[config.mk]
export PLATFORM = sky130hd
export DESIGN_NAME = lud_ctrl
export DESIGN_NICKNAME = d
export VERILOG_FILES = /design/src/rtl/core/lud_pkg.sv /design/src/rtl/core/lud_ctrl.sv
export SDC_FILE = /design/constraint.sdc
export NUM_CORES = 1
export LEC_CHECK = 0
export ABC_AREA = 1
export BUFFER_PORTS_ARGS = -buffer_cell sky130_fd_sc_hd__buf_2
export CAP_MARGIN = 10
export CORE_MARGIN = 3
export CORE_UTILIZATION = 31
export DETAILED_ROUTE_END_ITERATION = 8
export SYNTH_ARGS = -nofsm -noshare
export SYNTH_HDL_FRONTEND = slang
export SYNTH_SLANG_ARGS = --single-unit
[constraint.sdc]
create_clock -name clk -period 4.17 [get_ports clk]
set_input_delay 0.6255 -clock clk [delete_from_list [all_inputs] [get_ports clk]]
set_output_delay 0.6255 -clock clk [all_outputs]
set_load 0.005 [all_outputs]
[src/rtl/core/lud_pkg.sv]
// Shared constants, types and helper functions of the LU decomposition core.
`timescale 1ns / 1ps
`default_nettype none

package lud_pkg;

	localparam int MAX_SIZE = 8;
	localparam int IDX_W    = $clog2(MAX_SIZE);
	localparam int SIZE_W   = 4;
	localparam int ADDR_W   = 2 * IDX_W;
	localparam int DEPTH    = MAX_SIZE * MAX_SIZE;
	localparam int DATA_W   = 32;
	localparam int FRAC_W   = 24;
	localparam int NUM_W    = DATA_W + FRAC_W;
	localparam int ACC_W    = 48;
	localparam int PROD_W   = 2 * DATA_W;
	localparam int CNT_W    = $clog2(NUM_W);

	localparam logic [DATA_W-1:0] SAT_MAX = {1'b0, {(DATA_W-1){1'b1}}};
	localparam logic [DATA_W-1:0] SAT_MIN = {1'b1, {(DATA_W-1){1'b0}}};
	localparam logic [DATA_W-1:0] ONE_LSB = {{(DATA_W-1){1'b0}}, 1'b1};

	typedef logic [IDX_W-1:0] idx_t;

	// Source of the data written into the matrix store.
	typedef enum logic [2:0] {
		WR_ELEM,
		WR_ACC,
		WR_ONE,
		WR_DIV,
		WR_RDA,
		WR_RDB
	} wr_sel_t;

	// What the shared divider computes.
	typedef enum logic {
		DIV_MERIT,
		DIV_LOWER
	} div_mode_t;

	// Commands from the controller to the datapath.
	typedef struct packed {
		logic      ld_en;
		logic      ld_row_end;
		logic      rd_en;
		idx_t      a_row;
		idx_t      a_col;
		idx_t      b_row;
		idx_t      b_col;
		logic      acc_load;
		logic      mac_mul;
		logic      acc_sub;
		logic      wr_en;
		idx_t      wr_row;
		idx_t      wr_col;
		wr_sel_t   wr_sel;
		logic      div_start;
		div_mode_t div_mode;
		logic      best_clr;
		idx_t      best_row;
		idx_t      sc_row;
		logic      swap;
		logic      sign_clr;
		logic      piv_cap;
		logic      out_load;
		logic      out_sing;
		logic      out_last;
		idx_t      out_row;
		idx_t      out_col;
	} cmd_t;

	// Status from the datapath to the controller.
	typedef struct packed {
		logic div_done;
		logic singular;
		logic rda_zero;
		idx_t best_idx;
	} status_t;

	// Magnitude of a two's complement word, as an unsigned word.
	function automatic logic [DATA_W-1:0] mag_of(input logic [DATA_W-1:0] x);
		return x[DATA_W-1] ? (~x + ONE_LSB) : x;
	endfunction

endpackage

`default_nettype wire

[src/rtl/core/lud_ctrl.sv]
// Controller: load counters, Crout sequencing, pivot swap and result emission.
`timescale 1ns / 1ps
`default_nettype none

module lud_ctrl (
	input  wire                               clk,
	input  wire                               arst_n,
	input  wire                               cfg_write_en,
	input  wire [lud_pkg::SIZE_W-1:0]         cfg_write_data,
	input  wire                               in_valid,
	output logic                              in_stall,
	output logic                              out_valid,
	input  wire                               out_stall,
	output lud_pkg::cmd_t                     cmd,
	input  lud_pkg::status_t                  status
);

	typedef enum logic [4:0] {
		S_LOAD,
		S_CHECK,
		S_SING,
		S_COL,
		S_RD_IJ,
		S_LD_ACC,
		S_RD_K,
		S_MUL,
		S_ACC,
		S_WB,
		S_MERIT,
		S_MWAIT,
		S_NEXT_I,
		S_SWAP_CHK,
		S_SWAP_RD,
		S_SWAP_W1,
		S_SWAP_W2,
		S_PIV_RD,
		S_PIV_CHK,
		S_L_RD,
		S_L_DIV,
		S_L_WAIT,
		S_L_WB,
		S_OUT_RD,
		S_OUT
	} state_t;

	state_t                    state_q;
	logic [lud_pkg::SIZE_W-1:0] size_q;
	lud_pkg::idx_t             n_m1;
	lud_pkg::idx_t             ldr_q;
	lud_pkg::idx_t             ldc_q;
	lud_pkg::idx_t             i_q;
	lud_pkg::idx_t             j_q;
	lud_pkg::idx_t             k_q;
	lud_pkg::idx_t             kmax_q;
	lud_pkg::idx_t             r_q;
	lud_pkg::idx_t             c_q;
	logic                      ovalid_q;
	logic                      accept;
	logic                      ld_last;
	logic                      out_free;

	// Size in use, clamped to one through the maximum.
	always_comb begin
		if (size_q == '0) begin
			n_m1 = '0;
		end else if (size_q > lud_pkg::SIZE_W'(lud_pkg::MAX_SIZE)) begin
			n_m1 = lud_pkg::IDX_W'(lud_pkg::MAX_SIZE - 1);
		end else begin
			n_m1 = lud_pkg::IDX_W'(size_q - 1'b1);
		end
	end

	assign in_stall  = (state_q != S_LOAD);
	assign accept    = in_valid && (state_q == S_LOAD);
	assign ld_last   = (ldr_q == n_m1) && (ldc_q == n_m1);
	assign out_free  = !ovalid_q || !out_stall;
	assign out_valid = ovalid_q;

	// Command decode.
	always_comb begin
		cmd          = '0;
		cmd.best_row = i_q;
		cmd.sc_row   = i_q;
		unique case (state_q)
			S_LOAD: begin
				if (accept) begin
					cmd.wr_en      = 1'b1;
					cmd.wr_sel     = lud_pkg::WR_ELEM;
					cmd.wr_row     = ldr_q;
					cmd.wr_col     = ldc_q;
					cmd.ld_en      = 1'b1;
					cmd.ld_row_end = (ldc_q == n_m1);
					cmd.sign_clr   = ld_last;
				end
			end
			S_SING: begin
				cmd.out_load = out_free;
				cmd.out_sing = 1'b1;
				cmd.out_last = 1'b1;
			end
			S_COL: begin
				cmd.best_clr = 1'b1;
			end
			S_RD_IJ, S_L_RD: begin
				cmd.rd_en = 1'b1;
				cmd.a_row = i_q;
				cmd.a_col = j_q;
			end
			S_LD_ACC: begin
				cmd.acc_load = 1'b1;
			end
			S_RD_K: begin
				cmd.rd_en = 1'b1;
				cmd.a_row = i_q;
				cmd.a_col = k_q;
				cmd.b_row = k_q;
				cmd.b_col = j_q;
			end
			S_MUL: begin
				cmd.mac_mul = 1'b1;
			end
			S_ACC: begin
				cmd.acc_sub = 1'b1;
			end
			S_WB: begin
				cmd.wr_en  = 1'b1;
				cmd.wr_sel = lud_pkg::WR_ACC;
				cmd.wr_row = i_q;
				cmd.wr_col = j_q;
			end
			S_MERIT: begin
				cmd.div_start = 1'b1;
				cmd.div_mode  = lud_pkg::DIV_MERIT;
			end
			S_SWAP_CHK: begin
				cmd.swap   = (status.best_idx != j_q);
				cmd.sc_row = j_q;
			end
			S_SWAP_RD: begin
				cmd.rd_en = 1'b1;
				cmd.a_row = j_q;
				cmd.a_col = k_q;
				cmd.b_row = status.best_idx;
				cmd.b_col = k_q;
			end
			S_SWAP_W1: begin
				cmd.wr_en  = 1'b1;
				cmd.wr_sel = lud_pkg::WR_RDB;
				cmd.wr_row = j_q;
				cmd.wr_col = k_q;
			end
			S_SWAP_W2: begin
				cmd.wr_en  = 1'b1;
				cmd.wr_sel = lud_pkg::WR_RDA;
				cmd.wr_row = status.best_idx;
				cmd.wr_col = k_q;
			end
			S_PIV_RD: begin
				cmd.rd_en = 1'b1;
				cmd.a_row = j_q;
				cmd.a_col = j_q;
			end
			S_PIV_CHK: begin
				cmd.piv_cap = 1'b1;
				cmd.wr_en   = status.rda_zero;
				cmd.wr_sel  = lud_pkg::WR_ONE;
				cmd.wr_row  = j_q;
				cmd.wr_col  = j_q;
			end
			S_L_DIV: begin
				cmd.div_start = 1'b1;
				cmd.div_mode  = lud_pkg::DIV_LOWER;
			end
			S_L_WB: begin
				cmd.wr_en  = 1'b1;
				cmd.wr_sel = lud_pkg::WR_DIV;
				cmd.wr_row = i_q;
				cmd.wr_col = j_q;
			end
			S_OUT_RD: begin
				cmd.rd_en = 1'b1;
				cmd.a_row = r_q;
				cmd.a_col = c_q;
			end
			S_OUT: begin
				cmd.out_load = out_free;
				cmd.out_row  = r_q;
				cmd.out_col  = c_q;
				cmd.out_last = (r_q == n_m1) && (c_q == n_m1);
			end
			default: begin
				cmd.best_clr = 1'b0;
			end
		endcase
	end

	// State, loop counters and the result valid flag.
	always_ff @(posedge clk or negedge arst_n) begin
		if (!arst_n) begin
			state_q  <= S_LOAD;
			size_q   <= lud_pkg::SIZE_W'(lud_pkg::MAX_SIZE);
			ldr_q    <= '0;
			ldc_q    <= '0;
			i_q      <= '0;
			j_q      <= '0;
			k_q      <= '0;
			kmax_q   <= '0;
			r_q      <= '0;
			c_q      <= '0;
			ovalid_q <= 1'b0;
		end else begin
			if (cmd.out_load) begin
				ovalid_q <= 1'b1;
			end else if (!out_stall) begin
				ovalid_q <= 1'b0;
			end

			if (cfg_write_en) begin
				size_q <= cfg_write_data;
				ldr_q  <= '0;
				ldc_q  <= '0;
			end else if (accept) begin
				if (ld_last) begin
					ldr_q <= '0;
					ldc_q <= '0;
				end else if (ldc_q == n_m1) begin
					ldc_q <= '0;
					ldr_q <= ldr_q + 1'b1;
				end else begin
					ldc_q <= ldc_q + 1'b1;
				end
			end

			unique case (state_q)
				S_LOAD: begin
					if (accept && ld_last && !cfg_write_en) begin
						state_q <= S_CHECK;
					end
				end
				S_CHECK: begin
					j_q     <= '0;
					state_q <= status.singular ? S_SING : S_COL;
				end
				S_SING: begin
					if (out_free) begin
						state_q <= S_LOAD;
					end
				end
				S_COL: begin
					i_q     <= '0;
					state_q <= S_RD_IJ;
				end
				S_RD_IJ: begin
					k_q     <= '0;
					kmax_q  <= (i_q < j_q) ? i_q : j_q;
					state_q <= S_LD_ACC;
				end
				S_LD_ACC: begin
					state_q <= (kmax_q != '0) ? S_RD_K : S_WB;
				end
				S_RD_K: begin
					state_q <= S_MUL;
				end
				S_MUL: begin
					state_q <= S_ACC;
				end
				S_ACC: begin
					if (k_q == kmax_q - 1'b1) begin
						state_q <= S_WB;
					end else begin
						k_q     <= k_q + 1'b1;
						state_q <= S_RD_K;
					end
				end
				S_WB: begin
					state_q <= (i_q >= j_q) ? S_MERIT : S_NEXT_I;
				end
				S_MERIT: begin
					state_q <= S_MWAIT;
				end
				S_MWAIT: begin
					if (status.div_done) begin
						state_q <= S_NEXT_I;
					end
				end
				S_NEXT_I: begin
					if (i_q == n_m1) begin
						state_q <= S_SWAP_CHK;
					end else begin
						i_q     <= i_q + 1'b1;
						state_q <= S_RD_IJ;
					end
				end
				S_SWAP_CHK: begin
					k_q     <= '0;
					state_q <= (status.best_idx != j_q) ? S_SWAP_RD : S_PIV_RD;
				end
				S_SWAP_RD: begin
					state_q <= S_SWAP_W1;
				end
				S_SWAP_W1: begin
					state_q <= S_SWAP_W2;
				end
				S_SWAP_W2: begin
					if (k_q == n_m1) begin
						state_q <= S_PIV_RD;
					end else begin
						k_q     <= k_q + 1'b1;
						state_q <= S_SWAP_RD;
					end
				end
				S_PIV_RD: begin
					state_q <= S_PIV_CHK;
				end
				S_PIV_CHK: begin
					if (j_q == n_m1) begin
						r_q     <= '0;
						c_q     <= '0;
						state_q <= S_OUT_RD;
					end else begin
						i_q     <= j_q + 1'b1;
						state_q <= S_L_RD;
					end
				end
				S_L_RD: begin
					state_q <= S_L_DIV;
				end
				S_L_DIV: begin
					state_q <= S_L_WAIT;
				end
				S_L_WAIT: begin
					if (status.div_done) begin
						state_q <= S_L_WB;
					end
				end
				S_L_WB: begin
					if (i_q == n_m1) begin
						j_q     <= j_q + 1'b1;
						state_q <= S_COL;
					end else begin
						i_q     <= i_q + 1'b1;
						state_q <= S_L_RD;
					end
				end
				S_OUT_RD: begin
					state_q <= S_OUT;
				end
				S_OUT: begin
					if (out_free) begin
						if (r_q == n_m1 && c_q == n_m1) begin
							state_q <= S_LOAD;
						end else begin
							if (c_q == n_m1) begin
								c_q <= '0;
								r_q <= r_q + 1'b1;
							end else begin
								c_q <= c_q + 1'b1;
							end
							state_q <= S_OUT_RD;
						end
					end
				end
				default: begin
					state_q <= S_LOAD;
				end
			endcase
		end
	end

endmodule

`default_nettype wire

# == Word-level counts from Yosys, hierarchy flattened ==
# Cells that the tools add are included.
# op_classes
n_eq_ne,47
n_mux,65
bitwise,0
n_lt_le_gt_ge,3
multipliers,0
n_reduce_logical,30
shift,0
addsub,9
n_div,0
# ops
operator,n
5-bit one-hot mux with 25 select lines,1
3-bit 2-to-1 mux,25
10-bit one-hot mux with 6 select lines,1
"5-bit equality test, second input constant",9
5-bit 2-to-1 mux,9
"5-bit by 4-bit equality test with 1-bit output, second input constant",8
7-bit one-hot mux with 5 select lines,1
3-bit equality test,8
"2-bit != test, second input constant",12
"3-bit by 1-bit adder with 3-bit output, second input constant",7
"5-bit by 3-bit equality test with 1-bit output, second input constant",4
3-bit one-hot mux with 2 select lines,3
3-bit one-hot mux with 3 select lines,2
4-bit 2-to-1 mux,4
1-bit 2-to-1 mux,12
6-bit one-hot mux with 2 select lines,1
3-bit nonzero test,4
"5-bit by 2-bit equality test with 1-bit output, second input constant",2
10-bit 2-to-1 mux,1
5-bit AND reduction,2
2-bit OR reduction,4
6-bit 2-to-1 mux,1
3-bit AND reduction,2
2-bit nonzero test,3
other kinds (18),28
# totals
out_inout_bits,51
register_bits,34
memories,0
ram_bits,0
elab_cells,165
romBits,0
in_bits,15
latch_bits,0

# == Logic depth before layout (Yosys ltp) ==
# depth
depth_word,9
ltp_mapped,16
mapped_depth_nobuf,16

# == Least setup slack after synthesis ==
# OpenSTA, ideal clock, no wires.
# synth_timing
path_type,register -> output
start,register size_q[0] (netlist bit)
end,output cmd[6] (netlist bit)
t_arrival_ns,1.515
path_stages_with_launch,13
t_required_ns,3.544
slack_ns,2.030
n_path_buf,0
path_cell_list,dfrtp_1 inv_1 ha_1 inv_1 nand2_1 nand2_4 inv_1 nand2_1 nand2_1 nand3_1 nor2_2 nand2_2 o22ai_1
# synth_lines
element,line,rtl
"start, declared",lud_ctrl.sv:47,logic [lud_pkg::SIZE_W-1:0] size_q;
"start signal, assigned",lud_ctrl.sv:201,size_q <= lud_pkg::SIZE_W'(lud_pkg::MAX_SIZE);
"start signal, assigned",lud_ctrl.sv:219,size_q <= cfg_write_data;
"end, declared",lud_ctrl.sv:14,"output lud_pkg::cmd_t cmd,"

==> impl_metrics.json <==
{
  "drive_gt1_share_pct": 20.48,
  "die_area_um2": 11970,
  "critPathRequiredTime_ps": 3540,
  "cts_resized": 0,
  "gp_congestion": 0.9748,
  "synth_top_family_by_area": "simple AND/OR/NAND/NOR gates",
  "grt_max_degree": 35,
  "h-tree-depth": 2,
  "avgRoutedWirePerCell_um": 15.44,
  "setup_tns_ps": 0,
  "yosysMostFrequentCell": "nand2_1",
  "drv_slew": 0,
  "post-synth-top-area-fraction_pct": 24.91,
  "relSlewSlack_pct": 45.30,
  "overflow": 0,
  "crit_chain": "inv_1 -> nor2_1 -> inv_1 -> nand2_1 -> a21oi_1 -> o21ai_0 -> buf_2",
  "cp-start-kind": "flip-flop",
  "maxCapViolCount": 0,
  "critPathTopFamily": "simple AND/OR/NAND/NOR gates",
  "ys_types": 34,
  "setup_viol": 0,
  "synthArstFlopShare_pct": 100.0,
  "cts-hold-fix-buffers": 0,
  "rsz0062_at_grt": "no",
  "die_w_um": 109.4,
  "max-vdd-ir-drop_mv": 0.1399,
  "nets": 613,
  "cpMaxStageDelayCell": "dfrtp_1",
  "post-route-min-period_ps": 3079,
  "syn_area_um2": 3316,
  "timing.hold.ws_ps": 427.0,
  "synthCells": 521,
  "hold_path.class": "in -> async",
  "synth.avg_cell_area_um2": 6.364,
  "synth-simple-area-share_pct": 42.75,
  "vias": 3684,
  "hold_violations": 0,
  "vias_per_cell": 5.102,
  "clock-skew-final_ps": 7.851,
  "synthTopCellsByCount": "nand2_1 (155), inv_1 (67), nor2_1 (43)",
  "synth-seq-area-share_pct": 25.70,
  "cts_max_path_buffers": 2,
  "finalCritPeriodShare_pct": 73.84,
  "post_cts_buffers": 0,
  "cts-root-buf": "clkbuf_8",
  "ys.flop_type": "dfrtp_1",
  "path_clk_slew_ps": 70,
  "insertion_delay_ps": 290,
  "drc": 0,
  "cts_made_buffers": 5,
  "synthTopCellsByArea": "dfrtp_1 (25%), nand2_1 (18%), inv_1 (7.6%)",
  "status": "finished, final reports clean",
  "p_per_area_nw_per_um2": 295.7,
  "fmax_mhz": 324.8,
  "firstDrtPassIters": 5,
  "area_delta_synth_final_pct": 16.34,
  "critPathMaxFanout": 16,
  "max_stage_delay_ps": 670,
  "cts_sinks": 34,
  "synth_compound_area_share_pct": 12.57,
  "first_iter_violations": 193,
  "synthAdderAreaFrac_pct": 4.906,
  "tightest_slew_ps": 820.4,
  "syn_nets": 549,
  "postRouteWirelength_um": 11150,
  "cp.arrival_ps": 2450,
  "cts_tree": "done",
  "antenna_found_initial": 0,
  "cpMostUsedCell": "inv_1",
  "synth-seq-cells": 34,
  "synth-xor-area-share_pct": 4.226,
  "io_pins": 66,
  "die_h_um": 109.4,
  "grt_pass1_vias": 3663,
  "fin_util_pct": 37.20,
  "grt_usage_pct": 19.56,
  "ant_nets": 0,
  "rows": 37,
  "n_antenna_cell": 0,
  "place_hpwl_um": 9130,
  "synth_area_leader_cell": "dfrtp_1",
  "start_util_pct": 31.97,
  "grt_pass1_wl_um": 18460,
  "synth_mux_area_share_pct": 0,
  "synth_edf_count": 0,
  "io_buffers": 65,
  "p_leak_nw": 2.115,
  "critPathKind": "reg -> out",
  "crit_path_end_kind": "output port",
  "coreArea_um2": 10370,
  "yosysWarnings": 0,
  "crit_buf_inv": 3
}
power breakdown:
part / leakage, nW / switching (mW) / internal (mW) / total (mW)
Clock: 0.0482 / 0.132 / 0.134 / 0.266
Sequential: 0.461 / 0.0484 / 0.361 / 0.409
Combinational: 1.61 / 0.315 / 0.151 / 0.466
state kept, by name, summed over array words and instances, names as in the netlist:
register and cells:
ldc_q 3, c_q 3, j_q 3, ldr_q 3
kmax_q 3, k_q 3, out_valid 1, i_q 3
state_q 5, size_q 4, r_q 3
per-layer routing:
metal / part of all wire [%] / up-vias / track usage (%)
li1: - / 1815 / -
met3: 7.4 / 15 / 3.523
met5: 0 / - / 0
met1: 44 / 1707 / 25.31
met4: 1.4 / 0 / 4.720
met2: 48 / 147 / 33.70
worst paths after layout:
| check | end | cells after the start | slack [ps] | start |
|---|---|---|---|---|
| setup reg to reg | state_q[4]$_DFFE_PN0P_ | 12 | 1810 | state_q[4]$_DFFE_PN0P_ |
| max in group asynchronous | kmax_q[2]$_DFFE_PN0P_ | 1 | 3230 | arst_n |
| min in group clk | size_q[1]$_DFFE_PN0P_ | 2 | 540 | size_q[1]$_DFFE_PN0P_ |
| hold reg to reg | size_q[1]$_DFFE_PN0P_ | 2 | 540 | size_q[1]$_DFFE_PN0P_ |
| setup / recovery | cmd[24] | 7 | 1090 | state_q[4]$_DFFE_PN0P_ |
| hold / removal | c_q[0]$_DFFE_PN0P_ | 1 | 430 | arst_n |
layout make-up:
cell class,count,area (µm²)
Multi-Input combinational cell,404,2137
Sequential cell,34,852.1
Clock buffer,7,86.33
Clock inverter,1,5.005
Timing Repair Buffer,65,325.3
Fill cell,1158,6513
Tap cell,136,170.2
Inverter,75,281.5
kinds of logic after synthesis:
family                     count (synthesis)
adders and majority gates                 13
AOI/OAI and AO/OA                         74
buffers and inverters                     83
DFF                                       34
xor gates and xnor gates                  16
and+or+nand+nor                          301
through the flow:
stage	instance area, µm²	instances	setup WS (ps)	power (mW)
floorplan	3316	521	2030	0.7270
global placement	3766	714	1560	0.8787
detailed placement	3766	714	1444	0.8803
CTS	3857	722	1127	1.144
global route	3857	722	923.0	1.227
finish	3857	722	1091	1.141
layout by cell type (no fill, tap or decap), types with 8 or more instances in the layout:
cell type  instances
nor2_4             8
o21ai_0           36
xor2_1             9
inv_2              8
nor2_2             9
nand2_2           15
nor2_1            43
nand3_1           41
buf_2             65
ha_1              13
nand4_1            8
inv_1             67
a21oi_1           17
dfrtp_1           33
nand2_1          155
nor3_1             8
No activity file was read; power rests on OpenSTA's default activity.
